===== config.mk =====
export PLATFORM = sky130hd
export DESIGN_NAME = vlrq_front
export DESIGN_NICKNAME = d
export VERILOG_FILES = /design/src/hdl/vlrq_pkg.sv /design/src/hdl/vlrq_front.sv
export SDC_FILE = /design/constraint.sdc
export NUM_CORES = 1
export LEC_CHECK = 0
export ABC_AREA = 1
export BUFFER_PORTS_ARGS = -buffer_cell sky130_fd_sc_hd__buf_2
export CORE_UTILIZATION = 56
export DETAILED_ROUTE_END_ITERATION = 6
export PLACE_DENSITY = 0.92
export SLEW_MARGIN = 10
export SYNTH_ARGS = -nofsm -noshare
export SYNTH_HDL_FRONTEND = slang
export SYNTH_SLANG_ARGS = --single-unit

===== constraint.sdc =====
create_clock -name i_clk -period 4.25 [get_ports i_clk]
set_clock_uncertainty 0.15 [all_clocks]
set_input_delay 0.425 -clock i_clk [delete_from_list [all_inputs] [get_ports i_clk]]
set_output_delay 0.425 -clock i_clk [all_outputs]
set_load 0.02 [all_outputs]

===== src/hdl/vlrq_pkg.sv =====
`timescale 1ns / 1ps
// ----------------------------------------------------------------------------
// vlrq_pkg
// shared word types, operation codes and status codes of the record queue
// ----------------------------------------------------------------------------
package vlrq_pkg;

    // input kinds
    localparam logic [2:0] K_CLEAR      = 3'd0;
    localparam logic [2:0] K_PUSH_BEGIN = 3'd1;
    localparam logic [2:0] K_PUSH_DATA  = 3'd2;
    localparam logic [2:0] K_FRONT_READ = 3'd3;
    localparam logic [2:0] K_POP        = 3'd4;
    // classified op for kinds that mean nothing
    localparam logic [2:0] K_BAD        = 3'd5;

    // result status
    localparam logic [2:0] ST_OK       = 3'd0;
    localparam logic [2:0] ST_NO_SPACE = 3'd1;
    localparam logic [2:0] ST_EMPTY    = 3'd2;
    localparam logic [2:0] ST_BAD_SEQ  = 3'd3;
    localparam logic [2:0] ST_RANGE    = 3'd4;

    typedef struct packed {
        logic [2:0]  kind;
        logic [10:0] length;
        logic [7:0]  data_byte;
        logic [9:0]  byte_offset;
    } t_in_word;

    typedef struct packed {
        logic [2:0]  status;
        logic [10:0] front_size;
        logic [7:0]  read_byte;
    } t_out_word;

    // classified command handed from front to back
    typedef struct packed {
        logic [2:0]  op;
        logic [10:0] length;
        logic [7:0]  data_byte;
        logic [9:0]  byte_offset;
    } t_cmd;

endpackage


===== src/hdl/vlrq_front.sv =====
`timescale 1ns / 1ps
// ----------------------------------------------------------------------------
// vlrq_front
// accepts input words, classifies the kind, holds them in a two-entry queue
// ----------------------------------------------------------------------------
module vlrq_front (
    input  logic              i_clk,
    input  logic              i_rst_n,
    input  logic              i_in_valid,
    output logic              o_in_ready,
    input  vlrq_pkg::t_in_word i_in_word,
    output logic              o_cmd_valid,
    input  logic              i_cmd_ready,
    output vlrq_pkg::t_cmd    o_cmd
);
    vlrq_pkg::t_cmd r_q [2];
    logic           r_wr;
    logic           r_rd;
    logic [1:0]     r_cnt;
    logic [1:0]     n_cnt;
    logic           w_push;
    logic           w_pop;
    vlrq_pkg::t_cmd w_cls;

    always_comb begin
        w_cls.op          = (i_in_word.kind > vlrq_pkg::K_POP) ? vlrq_pkg::K_BAD
                                                               : i_in_word.kind;
        w_cls.length      = i_in_word.length;
        w_cls.data_byte   = i_in_word.data_byte;
        w_cls.byte_offset = i_in_word.byte_offset;
    end

    assign o_in_ready  = (r_cnt != 2'd2);
    assign o_cmd_valid = (r_cnt != 2'd0);
    assign o_cmd       = r_q[r_rd];
    assign w_push      = i_in_valid && o_in_ready;
    assign w_pop       = o_cmd_valid && i_cmd_ready;

    always_comb begin
        n_cnt = r_cnt;
        if (w_push && !w_pop) n_cnt = r_cnt + 2'd1;
        else if (!w_push && w_pop) n_cnt = r_cnt - 2'd1;
    end

    always_ff @(posedge i_clk) begin
        if (w_push) r_q[r_wr] <= w_cls;
    end

    always_ff @(posedge i_clk) begin
        if (!i_rst_n) begin
            r_wr  <= 1'b0;
            r_rd  <= 1'b0;
            r_cnt <= 2'd0;
        end else begin
            if (w_push) r_wr <= ~r_wr;
            if (w_pop) r_rd <= ~r_rd;
            r_cnt <= n_cnt;
        end
    end
endmodule


==> results.ini <==
[outcome]
status = completed

[clock_network]
cts-root-buf = clkbuf_8
path_clk_slew_ns = 0.07
postCtsHoldBufs = 0
clock_latency_ns = 0.34
cts_made_buffers = 9
post-cts-setup-buffer-count = 0
cts_tree = built
clock_path_buffers = 2
h-tree-depth = 3
ctsResizeCount = 0
clock-sinks = 69

[timing]
slew_violations = 0
hold_viol_final = 0
period_share = 0.5914
worst_slew_pin_slew_ns = 1.027
fmax_mhz = 397.9
setup_tns_ns = 0
timing.final.setup_violations = 0
relSlewSlack = 0.3153
min_period_ns = 2.513
rsz0062_at_grt = false

[yosys]
synth_cell_types = 18
ys_seq_elements = 69
syn_inst = 144
synth_top_area_share = 0.7023
synthesis.area_um2 = 2736
synth.area.top_cells = edfxtp_1 (70%), mux2_4 (16%), dfxtp_1 (3.7%)
syn_nets = 181
synth_top_area_cell = edfxtp_1
yosysSeqAreaShare = 0.7389
syn_area_per_cell_um2 = 19.00
ys_warn_count = 0

[cells_and_area]
postLayoutCoreUtil = 0.7131
fillers = 310
num_antenna_cells = 0
layout-drive-gt1-share = 0.5446
area_growth_pct = 23.09
final_area_um2 = 3368
final_nets = 256
layout_commonest_cell = buf_2
layout_common_cells = buf_2 (69), edfxtp_1 (64), mux2_4 (30)
fin_cells = 291

[place]
hpwl_mm = 2.809
dpl.cell_count = 275
dpl-instance-area_um2 = 3107
port_buffers = 69
gp_congestion = 0.6941

[die]
die_h_um = 71.90
num_io_pins = 70
start_util = 0.5793
num_rows = 25
core_area_um2 = 4723
die_x_um = 71.90
die_area_um2 = 5170

[critical_path]
worst-endpoint-required_ns = 3.67
crit_path_top_delay_cell = dfxtp_2
cp.arrival_ns = 1.94
cp_top_family = flip-flops
path_max_fanout = 32
reg2reg_slack_ns = 2.36
slowest_delay_ns = 1.01
crit_chain = mux2_2, buf_2
end_kind = primary output
cp-start-kind = flip-flop
crit_buf_inv = 1
crit_type = flip-flop to primary output

[routing]
wire_per_inst_um = 14.83
via_count = 1427
drtAntennaViolNets = 0
drtPass1Iterations = 4
wl_mm = 4.315
viasPerCell = 4.904
drt_iter0_markers = 64
drc_errors = 0

[power_and_ir_drop]
irDropWorstVdd_uv = 456.6
power_density_nw_per_um2 = 640.0
p_leak_nw = 1.371
swShare = 0.2789
p_sw_mw = 0.6013
intPower_mw = 1.554
pwr-share-comb = 0.246
seq_power_share = 0.436
p_total_mw = 2.156
clockPowerShare = 0.318

[grt]
grt_pass1_wl_mm = 6.479
grt_remaining_overflow = 0
grt.total_usage = 0.1804
grt_max_degree = 33
grt_pass1_vias = 1381
antenna_found_initial = 0

[run]
maxCapViolations = 0

[worst_hold_path]
hp-class = input port to flip-flop

-- cells by family after synthesis --
group / after synthesis / share of synthesized area
DFF: 69 / 0.7389
adders and majority gates: 1 / 0.004572
buffers and inverters: 15 / 0.04115
and+or+nand+nor: 22 / 0.03247
muxes: 32 / 0.1728
AOI/OAI and AO/OA: 5 / 0.01006
-- path summary, 6_finish.rpt --
kind / start / to / depth (start not counted)
worst min-delay path: i_in_word[20] / r_q[0][20] / 1
worst min register to register: r_rd / flip-flop / 2
worst max-delay path: flip-flop / o_cmd[17] / 2
worst max register to register: r_cnt[0] / r_q[1][5] / 4
-- metal layers --
layer  GRT usage  vias up  routed length (um)  share of wire
li1            -      680                   -              -
met1      0.1977      681                1679           0.39
met2      0.2945       58                2278           0.53
met3     0.07778        8                 285          0.066
met4      0.1046        0                  72          0.017
met5           0        -                   0              0
-- state kept, by name, summed over array words and instances, names as in the netlist, named ones only --
| name | cells |
|---|---|
| r_rd | 1 |
| r_cnt | 2 |
| r_wr | 1 |
| r_q | 64 |
-- cell usage after synthesis --
cell      number
inv_1          9
nand3_1        1
nand4_1        1
edfxtp_1      64
o21a_1         1
nand2_2        1
buf_6          1
mux2_2         2
dfxtp_1        5
nand2_1       11
clkbuf_1       1
buf_12         3
ha_1           1
a21oi_1        2
o21ai_0        2
mux2_4        30
inv_2          1
nor2_1         8
-- area by class of cell --
| cell class | count | area, um^2 | area share |
|---|---|---|---|
| clock buffers | 9 | 123.9 | 0.03678 |
| clock inverters | 7 | 137.6 | 0.04086 |
| inverters | 10 | 37.54 | 0.01114 |
| multi-input cells | 60 | 616.8 | 0.1831 |
| flip-flops and latches | 69 | 2023 | 0.6007 |
| well taps | 67 | 83.83 | 0.02489 |
| repair buffers | 69 | 345.3 | 0.1025 |
-- power by group through the flow --
stage                     clock network (mW)  logic [mW]  registers [mW]
after floorplan                            0       0.463           0.901
after global placement                     0       0.521           0.945
after detailed placement                   0       0.537           0.956
after CTS                              0.699       0.540           0.941
after global routing                   0.726       0.570           0.949
final                                  0.686       0.531           0.939
-- per-stage QoR --
| step | hold slack [ns] | setup slack, ns |
|---|---|---|
| 5_1_grt | 0.09418 | 1.652 |
| 3_3_place_gp | 0.3279 | 2.106 |
| 4_1_cts | 0.09827 | 1.696 |
| 6_report | 0.1211 | 1.737 |
| 2_1_floorplan | 0.3169 | 1.631 |
| 3_5_place_dp | 0.3572 | 2.078 |
No activity file was read; power rests on OpenSTA's default activity.
